<file path="src/hw/rtl/btha_pkg.sv">
// Package for the block table heap allocator: request and response payloads,
// table entry layout, table port structs and status codes.
// Has no dependencies; every other file of the block imports it.
package btha_pkg;

    // Number of block descriptors in the table.
    localparam int ENTRIES = 16;
    // Table index width, and counter width that can also hold ENTRIES.
    localparam int TBL_IW = (ENTRIES > 1) ? $clog2(ENTRIES) : 1;
    localparam int TBL_CW = $clog2(ENTRIES + 1);

    // Size mark of a descriptor that has never been used.
    localparam logic [15:0] FRESH_SIZE = 16'hBEEF;
    // Bump pointer value after reset.
    localparam logic [31:0] HEAP_BASE_RESET = 32'h0010_0000;

    // Operation codes.
    localparam logic OP_ALLOC = 1'b0;
    localparam logic OP_FREE  = 1'b1;

    // Response status codes.
    typedef enum logic [1:0] {
        ST_OK        = 2'd0,
        ST_NO_FRESH  = 2'd1,
        ST_NOT_FOUND = 2'd2,
        ST_OVERFLOW  = 2'd3
    } t_status;

    // Request payload.
    typedef struct packed {
        logic        operation;
        logic [15:0] request_size;
        logic [31:0] address;
    } t_req;

    // Response payload.
    typedef struct packed {
        logic [31:0] block_address;
        t_status     status;
    } t_rsp;

    // One block descriptor as stored in the table.
    typedef struct packed {
        logic        used;
        logic [15:0] size;
        logic [31:0] start;
    } t_entry;

    // Table read port.
    typedef struct packed {
        logic              en;
        logic [TBL_IW-1:0] addr;
    } t_tbl_rd;

    // Table write port.
    typedef struct packed {
        logic              en;
        logic [TBL_IW-1:0] addr;
        t_entry            data;
    } t_tbl_wr;

endpackage

</file>
<file path="src/hw/rtl/btha_table.sv">
// Descriptor table: one synchronous memory with one write and one read port,
// registered read, plus per-entry valid bits. Depends on btha_pkg.
// An entry that was never written reads as the reset descriptor.
module btha_table (
    input  logic              i_clk,
    input  logic              i_rst_n,
    input  btha_pkg::t_tbl_wr i_wr,
    input  btha_pkg::t_tbl_rd i_rd,
    output btha_pkg::t_entry  o_rd_data
);
    import btha_pkg::*;

    t_entry               r_mem [ENTRIES];
    logic [ENTRIES-1:0]   r_valid;
    t_entry               r_rd_data;
    logic                 r_rd_valid;
    t_entry               reset_entry;

    assign reset_entry = '{used: 1'b0, size: FRESH_SIZE, start: '0};

    // Memory write and registered read.
    always_ff @(posedge i_clk) begin
        if (i_wr.en) begin
            r_mem[i_wr.addr] <= i_wr.data;
        end
        if (i_rd.en) begin
            r_rd_data <= r_mem[i_rd.addr];
        end
    end

    // Valid bits are cleared together by reset and set by the first write.
    always_ff @(posedge i_clk) begin
        if (!i_rst_n) begin
            r_valid    <= '0;
            r_rd_valid <= 1'b0;
        end else begin
            if (i_wr.en) begin
                r_valid[i_wr.addr] <= 1'b1;
            end
            if (i_rd.en) begin
                r_rd_valid <= r_valid[i_rd.addr];
            end
        end
    end

    // Entries never written show the reset descriptor.
    assign o_rd_data = r_rd_valid ? r_rd_data : reset_entry;

endmodule

</file>
<file path="src/hw/rtl/btha_ctrl.sv">
// Allocator sequencer: scans the descriptor table one entry per cycle, picks
// the matching, first-fit or fresh descriptor, writes it back and drives the
// response register. Holds the bump pointer. Depends on btha_pkg.
module btha_ctrl (
    input  logic              i_clk,
    input  logic              i_rst_n,
    input  logic              i_req_valid,
    output logic              o_req_ready,
    input  btha_pkg::t_req    i_req,
    output logic              o_rsp_valid,
    input  logic              i_rsp_ready,
    output btha_pkg::t_rsp    o_rsp,
    input  logic              i_cfg_we,
    input  logic [31:0]       i_cfg_wdata,
    output btha_pkg::t_tbl_rd o_rd,
    output btha_pkg::t_tbl_wr o_wr,
    input  btha_pkg::t_entry  i_rd_data
);
    import btha_pkg::*;

    typedef enum logic [1:0] {
        S_IDLE,
        S_SCAN,
        S_RESOLVE,
        S_PUSH
    } t_state;

    // Control state.
    t_state            r_state,     n_state;
    logic [TBL_CW-1:0] r_issue,     n_issue;
    logic              r_chk_live,  n_chk_live;
    logic              r_hit,       n_hit;
    logic              r_fresh,     n_fresh;
    logic              r_out_valid, n_out_valid;
    logic [31:0]       r_bump,      n_bump;

    // Payload state.
    t_req              r_req,       n_req;
    logic [TBL_IW-1:0] r_chk_idx,   n_chk_idx;
    logic [TBL_IW-1:0] r_hit_idx,   n_hit_idx;
    logic [TBL_IW-1:0] r_fresh_idx, n_fresh_idx;
    t_entry            r_hit_entry, n_hit_entry;
    t_rsp              r_res,       n_res;
    t_rsp              r_out,       n_out;

    logic              out_free;
    logic [32:0]       bump_end;
    t_tbl_rd           rd;
    t_tbl_wr           wr;

    assign out_free = !r_out_valid || i_rsp_ready;
    assign bump_end = {1'b0, r_bump} + {17'b0, r_req.request_size};

    always_comb begin
        n_state     = r_state;
        n_issue     = r_issue;
        n_hit       = r_hit;
        n_fresh     = r_fresh;
        n_out_valid = r_out_valid;
        n_bump      = r_bump;
        n_req       = r_req;
        n_hit_idx   = r_hit_idx;
        n_fresh_idx = r_fresh_idx;
        n_hit_entry = r_hit_entry;
        n_res       = r_res;
        n_out       = r_out;
        rd          = '0;
        wr          = '0;

        case (r_state)
            // Take a request and start the table scan.
            S_IDLE: begin
                if (i_req_valid) begin
                    n_req   = i_req;
                    n_issue = '0;
                    n_hit   = 1'b0;
                    n_fresh = 1'b0;
                    n_state = S_SCAN;
                end
            end

            // Issue one read per cycle and check the entry whose read was issued in the previous cycle.
            S_SCAN: begin
                if (r_issue < TBL_CW'(ENTRIES)) begin
                    rd.en   = 1'b1;
                    rd.addr = r_issue[TBL_IW-1:0];
                    n_issue = r_issue + TBL_CW'(1);
                end
                if (r_chk_live) begin
                    if (r_req.operation == OP_FREE) begin
                        if (!r_hit && i_rd_data.start == r_req.address) begin
                            n_hit       = 1'b1;
                            n_hit_idx   = r_chk_idx;
                            n_hit_entry = i_rd_data;
                        end
                    end else begin
                        if (!r_hit && !i_rd_data.used && i_rd_data.start != '0 &&
                            i_rd_data.size >= r_req.request_size) begin
                            n_hit       = 1'b1;
                            n_hit_idx   = r_chk_idx;
                            n_hit_entry = i_rd_data;
                        end
                        if (!r_fresh && !i_rd_data.used && i_rd_data.start == '0 &&
                            i_rd_data.size == FRESH_SIZE) begin
                            n_fresh     = 1'b1;
                            n_fresh_idx = r_chk_idx;
                        end
                    end
                    if (r_chk_idx == TBL_IW'(ENTRIES - 1)) begin
                        n_state = S_RESOLVE;
                    end
                end
            end

            // Decide the outcome and write the chosen descriptor back, if any.
            S_RESOLVE: begin
                n_res   = '{block_address: '0, status: ST_OK};
                n_state = S_PUSH;
                if (r_req.operation == OP_FREE) begin
                    if (r_hit) begin
                        wr.en        = 1'b1;
                        wr.addr      = r_hit_idx;
                        wr.data      = r_hit_entry;
                        wr.data.used = 1'b0;
                    end else begin
                        n_res.status = ST_NOT_FOUND;
                    end
                end else if (r_hit) begin
                    wr.en               = 1'b1;
                    wr.addr             = r_hit_idx;
                    wr.data             = '{used: 1'b1, size: r_req.request_size,
                                            start: r_hit_entry.start};
                    n_res.block_address = r_hit_entry.start;
                end else if (!r_fresh) begin
                    n_res.status = ST_NO_FRESH;
                end else if (bump_end[32]) begin
                    n_res.status = ST_OVERFLOW;
                end else begin
                    wr.en               = 1'b1;
                    wr.addr             = r_fresh_idx;
                    wr.data             = '{used: 1'b1, size: r_req.request_size,
                                            start: r_bump};
                    n_res.block_address = r_bump;
                    n_bump              = bump_end[31:0];
                end
            end

            // Hand the result to the response register once it is free.
            S_PUSH: begin
                if (out_free) begin
                    n_state = S_IDLE;
                end
            end

            default: begin
                n_state = S_IDLE;
            end
        endcase

        // Response register.
        if (r_state == S_PUSH && out_free) begin
            n_out_valid = 1'b1;
            n_out       = r_res;
        end else if (i_rsp_ready) begin
            n_out_valid = 1'b0;
        end

        // A heap base write reloads the bump pointer.
        if (i_cfg_we) begin
            n_bump = i_cfg_wdata;
        end

        n_chk_live = rd.en;
        n_chk_idx  = rd.addr;
    end

    // Control state and registered outputs.
    always_ff @(posedge i_clk) begin
        if (!i_rst_n) begin
            r_state     <= S_IDLE;
            r_issue     <= '0;
            r_chk_live  <= 1'b0;
            r_hit       <= 1'b0;
            r_fresh     <= 1'b0;
            r_out_valid <= 1'b0;
            r_bump      <= HEAP_BASE_RESET;
        end else begin
            r_state     <= n_state;
            r_issue     <= n_issue;
            r_chk_live  <= n_chk_live;
            r_hit       <= n_hit;
            r_fresh     <= n_fresh;
            r_out_valid <= n_out_valid;
            r_bump      <= n_bump;
        end
    end

    // Payload registers.
    always_ff @(posedge i_clk) begin
        r_req       <= n_req;
        r_chk_idx   <= n_chk_idx;
        r_hit_idx   <= n_hit_idx;
        r_fresh_idx <= n_fresh_idx;
        r_hit_entry <= n_hit_entry;
        r_res       <= n_res;
        r_out       <= n_out;
    end

    assign o_req_ready = (r_state == S_IDLE);
    assign o_rsp_valid = r_out_valid;
    assign o_rsp       = r_out;
    assign o_rd        = rd;
    assign o_wr        = wr;

endmodule

</file>
<file path="src/hw/rtl/block_table_heap_allocator.sv">
// Top level of the block table heap allocator: sequencer plus descriptor table.
// Depends on btha_pkg, btha_table and btha_ctrl.
//
//   Channel   Direction  Handshake                     Payload
//   request   in         i_req_valid / o_req_ready     i_req (t_req)
//   response  out        o_rsp_valid / i_rsp_ready     o_rsp (t_rsp)
//   config    in         i_cfg_we (no wait)            i_cfg_wdata (heap base)
//
// Each request runs a full table scan through the single read port; a new
// request is taken only once the last result is in the response register.
// Reset clears the valid bits of the table at once, so no clearing pass runs.
// A stalled response is held in the output register; a new request is taken
// while it waits, and that request's result waits in the sequencer until the
// register frees up.
module block_table_heap_allocator (
    input  logic           i_clk,
    input  logic           i_rst_n,
    input  logic           i_req_valid,
    output logic           o_req_ready,
    input  btha_pkg::t_req i_req,
    output logic           o_rsp_valid,
    input  logic           i_rsp_ready,
    output btha_pkg::t_rsp o_rsp,
    input  logic           i_cfg_we,
    input  logic [31:0]    i_cfg_wdata
);
    import btha_pkg::*;

    t_tbl_rd tbl_rd;
    t_tbl_wr tbl_wr;
    t_entry  tbl_rd_data;

    // Sequencer with bump pointer and response register.
    btha_ctrl u_ctrl (
        .i_clk       (i_clk),
        .i_rst_n     (i_rst_n),
        .i_req_valid (i_req_valid),
        .o_req_ready (o_req_ready),
        .i_req       (i_req),
        .o_rsp_valid (o_rsp_valid),
        .i_rsp_ready (i_rsp_ready),
        .o_rsp       (o_rsp),
        .i_cfg_we    (i_cfg_we),
        .i_cfg_wdata (i_cfg_wdata),
        .o_rd        (tbl_rd),
        .o_wr        (tbl_wr),
        .i_rd_data   (tbl_rd_data)
    );

    // Descriptor table memory.
    btha_table u_table (
        .i_clk     (i_clk),
        .i_rst_n   (i_rst_n),
        .i_wr      (tbl_wr),
        .i_rd      (tbl_rd),
        .o_rd_data (tbl_rd_data)
    );

endmodule

</file>
<file path="config.mk">
export PLATFORM = sky130hd
export DESIGN_NAME = block_table_heap_allocator
export DESIGN_NICKNAME = d
export VERILOG_FILES = /design/src/hw/rtl/btha_pkg.sv /design/src/hw/rtl/btha_table.sv /design/src/hw/rtl/btha_ctrl.sv /design/src/hw/rtl/block_table_heap_allocator.sv
export SDC_FILE = /design/constraint.sdc
export NUM_CORES = 1
export LEC_CHECK = 0
export ABC_CLOCK_PERIOD_IN_PS = 23900
export BUFFER_PORTS_ARGS = -buffer_cell sky130_fd_sc_hd__buf_2
export CORE_MARGIN = 2
export CORE_UTILIZATION = 45
export CTS_BUF_LIST = sky130_fd_sc_hd__clkbuf_16
export DETAILED_ROUTE_END_ITERATION = 16
export RECOVER_POWER = 50
export SYNTH_ARGS = -nofsm -noshare
export SYNTH_HDL_FRONTEND = slang
export SYNTH_SLANG_ARGS = --single-unit
</file>
<file path="constraint.sdc">
create_clock -name i_clk -period 23.9 [get_ports i_clk]
set_clock_uncertainty 0.2 [all_clocks]
set_input_delay 5.975 -clock i_clk [delete_from_list [all_inputs] [get_ports i_clk]]
set_output_delay 5.975 -clock i_clk [all_outputs]
set_load 0.005 [all_outputs]
</file>
# --- Word level (Yosys, flattened, before mapping) ---
# Memories as Yosys holds them, arrays and structs flattened. A register that Yosys moved wholly into a read port is not among the register bits.
# Index checks and enable logic that the tools add are counted.
totals:
  reg_bits: 237
  mem_bits_rw: 784
  inputBits: 86
  out_inout_bits: 36
  word_cells: 135
  memories: 1
op_classes:
  add_sub_neg: 2
  n_lt_le_gt_ge: 5
  n_eq_ne: 19
  n_mux: 55
  bitwise_logic: 2
  n_reduce_logical: 30
mem_list:
  columns: ["name", "words", "word_bits", "rd", "rd_ports_with_merged_regs", "write_ports", "line_no", "rtl"]
  rows:
  - ["u_table.r_mem", 16, 49, 1, 1, 1, "btha_table.sv:13", "t_entry r_mem [ENTRIES];"]
ops:
  columns: ["cell", "n"]
  rows:
  - ["54-bit two-way mux", 6]
  - ["32-bit two-way mux", 9]
  - ["48-bit two-way mux", 3]
  - ["49-bit two-way mux", 1]
  - ["32-bit by 16-bit adder with 33-bit output", 1]
  - ["32-bit equality test", 1]
  - ["32-bit zero test", 1]
  - ["32-bit nonzero test", 1]
  - ["5-bit two-way mux", 4]
  - ["2-bit two-way mux", 9]
  - ["16-bit equality test, second input constant", 1]
  - ["16-bit greater-or-equal comparator", 1]
  - ["16-bit OR", 1]
  - ["5-bit AND reduction", 3]
  - ["1-bit two-way mux", 14]
  - ["4-bit two-way mux", 3]
  - ["2-bit inequality test, second input constant", 6]
  - ["4-bit AND reduction", 3]
  - ["4-bit by 5-bit less-than comparator with 1-bit output, second input constant", 2]
  - ["2-bit by 1-bit inequality test with 1-bit output, second input constant", 5]
  - ["5-bit one-hot mux with 2 select lines", 1]
  - ["2-bit nonzero test", 5]
  - ["1-bit logical AND", 9]
  - ["2-bit one-hot mux with 4 select lines", 1]
  - ["other kinds (17)", 22]

# --- Depth between registers and ports, before layout ---
# Gate-level depths: netlist of run 1.
logic_depth:
  depth_word: 11
  mapped_depth: 13
  depth_no_buf: 11

# --- Modules after synthesis ---
# From an unflattened synthesis of run 1, not the netlist that was laid out.
unflattened:
  hier_cells: 2095
  hier_area_um2: 42376.9
modules_own_cells:
  columns: ["module", "n_inst", "cells_each", "area_per_inst_um2", "seq_area_each_um2"]
  rows:
  - ["btha_table", 1, 1263, 31920.6, 25354.3]
  - ["btha_ctrl", 1, 832, 10456.3, 6135.9]

# --- Worst setup path after synthesis of run 1 ---
# Ideal clock, no wire load.
synth_timing:
  path_type: "register to register"
  start: "reg u_table.r_rd_valid"
  end: "reg u_ctrl.r_hit_entry[0] in the netlist's numbering, enable pin"
  arrival_time_ns: 7.506
  required_time_ns: 23.095
  setup_slack_ns: 15.590
  stages_incl_launch_ff: 12
  synth_period_minus_slack_ns: 8.310
  path_cell_list: "dfxtp_1 clkbuf_1 clkbuf_1 clkbuf_1 nand2b_1 ha_1 a21o_1 a21o_1 a21o_1 a211o_1 a41oi_1 o41ai_1"
synth_rtl:
  columns: ["item", "line_no", "rtl"]
  rows:
  - ["start: declaration", "btha_table.sv:16", "logic r_rd_valid;"]
  - ["start signal: assignment", "btha_table.sv:41", "r_rd_valid <= r_valid[i_rd.addr];"]
  - ["end signal: assignment", "btha_ctrl.sv:204", "r_hit_entry <= n_hit_entry;"]
  - ["end: declaration", "btha_ctrl.sv:42", "t_entry r_hit_entry, n_hit_entry;"]

# --- Worst setup path in the final report of run 1 ---
layout_timing:
  start: "reg u_ctrl.r_state[1]"
  end: "reg u_table.r_rd_valid"
layout_via:
  elab_chain_cells: 4
layout_lines:
  columns: ["item", "line_no", "rtl"]
  rows:
  - ["start: declaration", "btha_ctrl.sv:29", "t_state r_state, n_state;"]
  - ["start signal: assignment", "btha_ctrl.sv:188", "r_state <= n_state;"]
  - ["2-bit by 1-bit equality test with 1-bit output (*)", "btha_ctrl.sv:70", "case (r_state)"]
  - ["5-bit two-way mux (*)", "btha_ctrl.sv:70", null]
  - ["1-bit binary-select mux with 4-bit select", "btha_table.sv:41", null]
  - ["1-bit two-way mux (not written as such)", "btha_table.sv:41", null]
# Every way passes the cells marked *; elsewhere a longest branch is shown, timed or not. The select of a mux whose other input is x is not followed.
# A chain may end at the register's enable or synchronous reset.

==> qor.log, run 1 <==
[critical_path] worst setup slack for register-to-register paths 11.50 ns
[worst_hold_path] origin of the worst min-delay path u_ctrl.r_res[25]
[run_status] violated checks capacitance limit, slew limit
[logic_synthesis] Post-Syn Area 44100 µm²
[detailed_routing] DRC Markers 0
[logic_synthesis] largest area contributor in the synthesized netlist sky130_fd_sc_hd__edfxtp_1
[floorplanning] area enclosed by the die boundary 101000 µm²
[global_routing] all-layer global routing usage 24.1%
[logic_synthesis] number of enable-type register cells in the synthesized netlist 1006
[critical_path] library cell contributing the largest single delay on the critical path sky130_fd_sc_hd__clkbuf_1
[critical_path] capture instance of the worst register-to-register path u_table.r_rd_valid
[logic_synthesis] main flop type after synthesis sky130_fd_sc_hd__edfxtp_1
[cts] clock edge transition at the registers on the reported setup and hold paths 0.07 ns
[logic_synthesis] Yosys warning total 0
[cts] Clk Latency, worst-skew pair 0.68 ns
[critical_path] critical path cell sequence inv_1, ha_1, nand2b_1, clkinvlp_2, clkbuf_1, and2_0, buf_4, mux4_2, nand2_1, o211ai_1, a21oi_1
[detailed_routing] final WL 124 mm
[global_routing] initial antenna violation count 3
[sta] transition time at the pin with the least slew margin 5.87 ns
[sta] final total negative setup slack 0 ns
[finish] commonest non-fill, non-tap cell in the layout sky130_fd_sc_hd__edfxtp_1
[sta] Final Hold Fails 0
[place] placed cells 4341
[place] total of buffers placed on input and output ports 121
[critical_path] Crit Path Class reg -> reg
[detailed_routing] detailed-routing iteration count for the pre-antenna-repair pass 7
[sta] worst-case headroom to the max-slew limit -291%
[logic_synthesis] Synth async-reset ratio 0%
[critical_path] endpoint of the most critical setup path u_table.r_rd_valid
[global_routing] maximum number of pins on one net before global-route repair 158
[logic_synthesis] main area contributors after synthesis sky130_fd_sc_hd__edfxtp_1 68%, sky130_fd_sc_hd__mux2_2 3.8%, sky130_fd_sc_hd__mux2i_1 3.4%
[finish] leading cell types in the layout, fill and taps excluded 1006 x sky130_fd_sc_hd__edfxtp_1, 299 x sky130_fd_sc_hd__a21oi_1, 249 x sky130_fd_sc_hd__o21ai_0
[logic_synthesis] share of the synthesized area in the top cell type 68.4%
[place] half-perimeter wire length after placement 69.1 mm
[finish] share of the core filled with cells in the final layout 50.9%
[global_routing] global-route wire length before repair 176 mm
[detailed_routing] First DRT Iteration DRCs 3317
[finish] layout cells sized above 1 14.7%
[cts] root buffer cell sky130_fd_sc_hd__clkbuf_16
[detailed_routing] overall via count from detail_route 27.5k
[logic_synthesis] sequential fraction of the synthesis area 71.3%
[logic_synthesis] post-synth cell types 69
[cts] CTS-repair resized insts 0
[finish] area of the multi-input gates 11800 µm²
[floorplanning] die boundary height 317 µm
[floorplanning] top-level I/O count 122
[finish] Area growth syn-to-layout 11.9%
[floorplanning] core box area 97000 µm²
[critical_path] Required @ worst endpoint 24.29 ns
[cts] TritonCTS clock tree built
[job] max cap viols 17
[cts] number of hold buffers added after CTS 0
[finish] total area of sequential cells 31500 µm²
[critical_path] worst path arrival time 12.79 ns
[pwr] Max rail drop VDD 0.0000739 V
[sta] Setup Viol. Count Final 0
[critical_path] FF-to-FF Start u_ctrl.r_state[1]
[worst_hold_path] path category of the worst min-delay check reg -> reg
[finish] Fillers 8155
[floorplanning] starting density of the core 45.5%
[critical_path] launch point of the worst path u_ctrl.r_state[1]
[sta] crit path time final 12.40 ns
[logic_synthesis] Synth Net Count 3199
[detailed_routing] number of nets with antenna violations after routing 0
[cts] number of sinks on the clock net 1070
[critical_path] critical path launch point type flip-flop
[logic_synthesis] flops & latches, synth 1070
[finish] nets 3300
[global_routing] residual overflow from global routing 0
[floorplanning] die boundary width 317 µm
[pwr] power per standard cell area 89.0 nW/µm²
[finish] Final Non-Filler Cells 4547
[place] placed cell areas 46300 µm²
[critical_path] length in cells of the worst reg-to-reg path 11
[sta] top achievable clock speed 0.0807 GHz
[cts] # H-tree levels 3
[logic_synthesis] Cells after Synth 3075
[place] routability cong. 0.894
[finish] fin area 49400 µm²
[floorplanning] Cell Rows 114
[detailed_routing] drt via density 6.06
[sta] number of max-slew violations in the final report 594
[cts] Longest Clk Path Bufs 3
[critical_path] critical path's largest stage delay 4.09 ns
[cts] number of buffers inserted to repair setup after CTS 0
[global_routing] vias in the first global route 26.2k
[logic_synthesis] average footprint of a synthesized cell 14.4 µm²
[pwr] Leakage 18.0 nW
[detailed_routing] final routed wire length divided by cell count 27.3 µm
[sta] share of the clock period used by the worst path 51.9%
[critical_path] worst-path maximum fanout 90
[critical_path] kind of end point of the critical path flip-flop
[sta] unrepaired setup endpoints after global routing false
[run_status] status finished, violations left
[cts] Num CTS Buffers 107
==> critical path, delay by kind of cell, from the launching register on <==
kind / cells / cell delay, ns
flops: 1 / 0.35
fa+ha+maj: 1 / 0.40
compound gates: 2 / 0.25
mux: 1 / 0.61
buf+inv: 4 / 6.32
simple gates: 3 / 3.98
==> flip-flops by register name, indices dropped and copies added, names as in the netlist, 4 cells and up <==
register / count
u_ctrl.r_fresh_idx: 4
u_ctrl.r_res: 34
u_table.r_valid: 16
u_ctrl.r_req: 49
u_ctrl.r_hit_entry: 48
u_ctrl.o_rsp: 34
u_ctrl.r_hit_idx: 4
u_table.r_mem: 784
u_ctrl.r_bump: 32
u_ctrl.r_issue: 5
u_ctrl.r_chk_idx: 4
u_table.r_rd_data: 49
==> cells by family after synthesis <==
family / Yosys count / synth area share [%]
DFF: 1070 / 71.3
AOI/OAI and AO/OA: 789 / 10.9
and+or+nand+nor: 605 / 6.67
muxes: 301 / 7.30
buffers and inverters: 243 / 2.09
adders and majority gates: 38 / 1.09
xor gates and xnor gates: 29 / 0.575
==> worst min-delay path by stage <==
stage               cells after the start                to  slack (ns)
floorplan                               0   u_ctrl.o_rsp[0]        0.20
global placement                        0  u_ctrl.o_rsp[21]        0.21
detailed placement                      0  u_ctrl.o_rsp[30]        0.20
CTS                                     0  u_ctrl.o_rsp[25]        0.22
global route                            0  u_ctrl.o_rsp[25]        0.23
finish                                  0  u_ctrl.o_rsp[25]        0.21
==> per-layer routing <==
metal  vias up  share of wire, %  GRT usage (%)
met5         -             0.010              0
met1     13900                42           33.6
met2      1232                47           39.4
met3       220               7.9           2.93
met4         2               3.3           8.41
li1      12100                 -              -
==> Yosys cell counts, drive strengths merged, types with 10 or more instances <==
master,instances
a21o,11
a21oi,299
a221o,50
a22o,16
a22oi,10
a311oi,11
a31oi,10
and2,37
and3,57
buf,32
clkbuf,167
dfxtp,64
edfxtp,1006
ha,37
inv,42
mux2,147
mux2i,152
nand2,210
nand2b,19
nand3,80
nand3b,18
nor2,104
nor3,17
nor4,19
o21a,14
o21ai,251
o221ai,50
o31ai,17
or4,10
xnor2,23
==> power by group <==
group,total (mW),switching [mW],leakage (nW),internal (mW)
registers,2.24,0.0923,11.3,2.15
clock network,1.60,0.708,1.71,0.890
logic,0.557,0.382,4.98,0.175
==> layout make-up <==
cell class / instances / area share, %
well taps: 1276 / 3.23
multi-input cells: 1762 / 23.8
clock buffers: 107 / 5.42
diodes: 3 / 0.0152
clock inverters: 94 / 1.31
inverters: 44 / 0.349
flip-flops and latches: 1070 / 63.8
repair buffers: 191 / 2.07
==> per-stage QoR <==
stage	worst slack, ns	hold slack, ns	total power, mW
6_report	11.50	0.214	4.40
5_1_grt	11.10	0.232	4.54
4_1_cts	16.09	0.216	4.41
3_5_place_dp	15.78	0.205	2.83
3_3_place_gp	15.79	0.207	2.81
2_1_floorplan	15.59	0.200	2.60
Power figures use the tool's default switching activity.
==> inputs of run 2 (changes only) <==
--- a/config.mk
+++ b/config.mk
@@ -5,7 +5,8 @@
 export SDC_FILE = /design/constraint.sdc
 export NUM_CORES = 1
 export LEC_CHECK = 0
-export ABC_CLOCK_PERIOD_IN_PS = 23900
+export ABC_AREA = 1
+export ABC_CLOCK_PERIOD_IN_PS = 12100
 export BUFFER_PORTS_ARGS = -buffer_cell sky130_fd_sc_hd__buf_2
 export CORE_MARGIN = 2
 export CORE_UTILIZATION = 45
==> constraint.sdc (replaced) <==
create_clock -name i_clk -period 12.1 [get_ports i_clk]
set_clock_uncertainty 0.2 [all_clocks]
set_input_delay 3.025 -clock i_clk [delete_from_list [all_inputs] [get_ports i_clk]]
set_output_delay 3.025 -clock i_clk [all_outputs]
set_load 0.005 [all_outputs]
==> run 2 against run 1 <==
Compared with the run above:
- sequential share of layout area fell by 0.050 points
- first-iteration DRC count grew 8.6%
- clock power grew 100%
- core utilization is 0.57 points lower
- the run still ends with capacitance limit, slew limit left
- via count up 5.6%
- maximum frequency is 63% higher
- largest power group unchanged
- highest routed layer is now met4
- largest cell class unchanged
- sequential power up 100%
- flip-flop and latch count stayed put
- synthesized cell count increased by 20%
- area after synthesis rose by 0.55%
==> qor.log, run 2 <==
[run_status] status finished, violations left
[run_status] violated checks capacitance limit, slew limit
[floorplanning] Cell Rows 115
[logic_synthesis] Synth Net Count 3803
[logic_synthesis] Synth async-reset ratio 0%
[cts] number of buffers inserted to repair setup after CTS 0
[detailed_routing] final WL 124 mm
[global_routing] global-route wire length before repair 181 mm
[logic_synthesis] share of the synthesized area in the top cell type 68.1%
[logic_synthesis] number of enable-type register cells in the synthesized netlist 1006
[critical_path] kind of end point of the critical path flip-flop
[critical_path] worst path arrival time 7.97 ns
[pwr] Leakage 16.1 nW
[finish] Largest register FFs 784
[logic_synthesis] main area contributors after synthesis sky130_fd_sc_hd__edfxtp_1 68%, sky130_fd_sc_hd__nor2_1 6.7%, sky130_fd_sc_hd__o21ai_0 5.1%
[sta] share of the clock period used by the worst path 62.8%
[detailed_routing] number of nets with antenna violations after routing 0
[cts] Longest Clk Path Bufs 3
[detailed_routing] final routed wire length divided by cell count 24.1 µm
[pwr] power per standard cell area 189 nW/µm²
[worst_hold_path] Cells on Worst Hold Path 0
[cts] number of sinks on the clock net 1070
[critical_path] Required @ worst endpoint 12.47 ns
[floorplanning] core box area 98100 µm²
[sta] final total negative setup slack 0 ns
[global_routing] initial antenna violation count 0
[finish] Area growth syn-to-layout 11.4%
[worst_hold_path] path category of the worst min-delay check reg -> reg
[cts] Clk Latency, worst-skew pair 0.70 ns
[job] max cap viols 15
[floorplanning] top-level I/O count 122
[logic_synthesis] main flop type after synthesis sky130_fd_sc_hd__edfxtp_1
[sta] Final Hold Slack 0.215 ns
[finish] commonest non-fill, non-tap cell in the layout sky130_fd_sc_hd__edfxtp_1
[logic_synthesis] sequential fraction of the synthesis area 71.0%
[sta] unrepaired setup endpoints after global routing false
[logic_synthesis] library cell with the highest instance count after synthesis sky130_fd_sc_hd__edfxtp_1
[worst_hold_path] origin of the worst min-delay path u_ctrl.r_res[27]
[sta] Final Hold Fails 0
[finish] leading cell types in the layout, fill and taps excluded 1006 x sky130_fd_sc_hd__edfxtp_1, 796 x sky130_fd_sc_hd__nor2_1, 454 x sky130_fd_sc_hd__o21ai_0
[place] total of buffers placed on input and output ports 121
[critical_path] FF-to-FF Start u_ctrl.r_state[1]
[global_routing] vias in the first global route 27.2k
[detailed_routing] DRC Markers 0
[sta] number of max-slew violations in the final report 405
[detailed_routing] drt via density 5.65
[finish] Largest regs u_table.r_mem (784), u_ctrl.r_req (49), u_table.r_rd_data (49)
[finish] Fillers 8653
[critical_path] critical path launch point type flip-flop
[cts] TritonCTS clock tree built
[critical_path] length in cells of the worst reg-to-reg path 11
[logic_synthesis] average footprint of a synthesized cell 12.1 µm²
[global_routing] maximum number of pins on one net before global-route repair 209
[finish] share of the core filled with cells in the final layout 50.4%
[critical_path] worst setup slack for register-to-register paths 4.50 ns
[logic_synthesis] flops & latches, synth 1070
[finish] top register by number of flip-flops u_table.r_mem
[cts] # H-tree levels 3
[sta] top achievable clock speed 0.132 GHz
[place] half-perimeter wire length after placement 69.2 mm
[finish] nets 3892
[cts] number of hold buffers added after CTS 0
[global_routing] residual overflow from global routing 0
[cts] root buffer cell sky130_fd_sc_hd__clkbuf_16
[critical_path] worst-path maximum fanout 85
[logic_synthesis] Post-Syn Area 44400 µm²
[floorplanning] starting density of the core 45.2%
[cts] Num CTS Buffers 106
[sta] Setup Viol. Count Final 0
[logic_synthesis] top cell types by occurrence after synthesis 1006 x sky130_fd_sc_hd__edfxtp_1, 788 x sky130_fd_sc_hd__nor2_1, 451 x sky130_fd_sc_hd__o21ai_0
[detailed_routing] overall via count from detail_route 29.1k
[floorplanning] area enclosed by the die boundary 101000 µm²
[critical_path] capture instance of the worst register-to-register path u_table.r_rd_valid
[finish] layout cells sized above 1 9.49%
[logic_synthesis] post-synth cell types 50
[sta] crit path time final 7.60 ns
[logic_synthesis] largest area contributor in the synthesized netlist sky130_fd_sc_hd__edfxtp_1
[critical_path] Crit Path Class reg -> reg
[logic_synthesis] Cells after Synth 3679
[sta] transition time at the pin with the least slew margin 5.05 ns
[pwr] Max rail drop VDD 0.000135 V
[detailed_routing] First DRT Iteration DRCs 3601
[floorplanning] die boundary width 318 µm
[detailed_routing] detailed-routing iteration count for the pre-antenna-repair pass 5
[global_routing] all-layer global routing usage 24.0%
[cts] CTS-repair resized insts 0
[logic_synthesis] Yosys warning total 0
[place] routability cong. 0.908
[floorplanning] die boundary height 318 µm
[cts] clock edge transition at the registers on the reported setup and hold paths 0.06 ns
[worst_hold_path] hold endpoint u_ctrl.o_rsp[27]
[sta] worst-case headroom to the max-slew limit -237%
[run 2: cell count changes after synthesis, moves of 57 or more]
cell | previous run | this run
sky130_fd_sc_hd__o211ai_1 | 8 | 157
sky130_fd_sc_hd__a21oi_1 | 299 | 69
sky130_fd_sc_hd__inv_1 | 40 | 201
sky130_fd_sc_hd__nand2_1 | 210 | 300
sky130_fd_sc_hd__mux2i_1 | 152 | 0
sky130_fd_sc_hd__and3_1 | 57 | 0
sky130_fd_sc_hd__nor2_1 | 104 | 788
sky130_fd_sc_hd__o21ai_0 | 247 | 451
sky130_fd_sc_hd__mux2_2 | 147 | 0
sky130_fd_sc_hd__buf_2 | 6 | 67
[run 2: cell families after synthesis]
family                   count (synthesis)  synth area share [%]
AO/OA/AOI/OAI                          857                  11.8
XOR/XNOR                                27                 0.533
adder cells (fa/ha/maj)                 38                  1.09
buffers and inverters                  423                  3.94
flip-flops                            1070                  71.0
AND/OR/NAND/NOR                       1264                  11.7
[run 2: through the flow]
step / setup slack [ns] / power, mW / instances / instance area (µm²)
after detailed placement: 7.15 / 6.14 / 4947 / 46400
after CTS: 7.26 / 9.38 / 5143 / 49800
after global placement: 7.19 / 6.13 / 4947 / 46400
after floorplan: 6.73 / 5.54 / 3679 / 44400
after global routing: 4.10 / 9.68 / 5143 / 49400
final: 4.50 / 9.33 / 5144 / 49400
[run 2: worst max-delay path by stage]
stage / startpoint / end / slack, ns / cells after the start
2_1_floorplan: i_rsp_ready / u_ctrl.o_rsp[0] / 6.73 / 2
3_3_place_gp: i_cfg_we / u_ctrl.r_bump[26] / 7.19 / 7
3_5_place_dp: i_cfg_we / u_ctrl.r_bump[26] / 7.15 / 7
4_1_cts: u_ctrl.r_state[0] / o_req_ready / 7.26 / 3
5_1_grt: u_ctrl.r_state[1] / u_table.r_rd_valid / 4.10 / 11
6_report: u_ctrl.r_state[1] / u_table.r_rd_valid / 4.50 / 11
[run 2: area by class of cell]
cell class | instances | area [µm²] | share of cell area [%]
sequential | 1070 | 31500 | 63.7
clock inverter | 89 | 771 | 1.56
antenna | 1 | 2.50 | 0.00506
multi-input combinational | 2186 | 11000 | 22.4
tap | 1287 | 1610 | 3.26
inverter | 215 | 830 | 1.68
clock buffer | 107 | 2680 | 5.42
timing repair buffer | 189 | 1000 | 2.03
[run 2: critical path, stage by stage (launching register included)]
cell,delay (ns)
sky130_fd_sc_hd__dfxtp_1,0.34
sky130_fd_sc_hd__inv_1,0.09
sky130_fd_sc_hd__ha_1,0.30
sky130_fd_sc_hd__nand2_1,0.20
sky130_fd_sc_hd__nor2_1,1.51
sky130_fd_sc_hd__buf_12,0.53
sky130_fd_sc_hd__clkinvlp_2,2.22
sky130_fd_sc_hd__buf_4,1.15
sky130_fd_sc_hd__o211ai_1,0.30
sky130_fd_sc_hd__nand3_1,0.13
sky130_fd_sc_hd__o211ai_1,0.28
sky130_fd_sc_hd__inv_1,0.07
[run 2: per-layer routing]
| metal | part of all wire [%] | vias to the layer above | global-route usage (%) |
|---|---|---|---|
| met5 | 0 | - | 0 |
| met3 | 7.9 | 178 | 3.15 |
| met4 | 3.1 | 0 | 8.29 |
| met1 | 43 | 14300 | 34.0 |
| met2 | 46 | 1223 | 38.3 |
| li1 | - | 13400 | - |
[run 2: where the power goes]
part | internal (mW) | switching (mW)
combinational | 0.407 | 1.16
sequential | 4.36 | 0.125
clock | 1.86 | 1.41
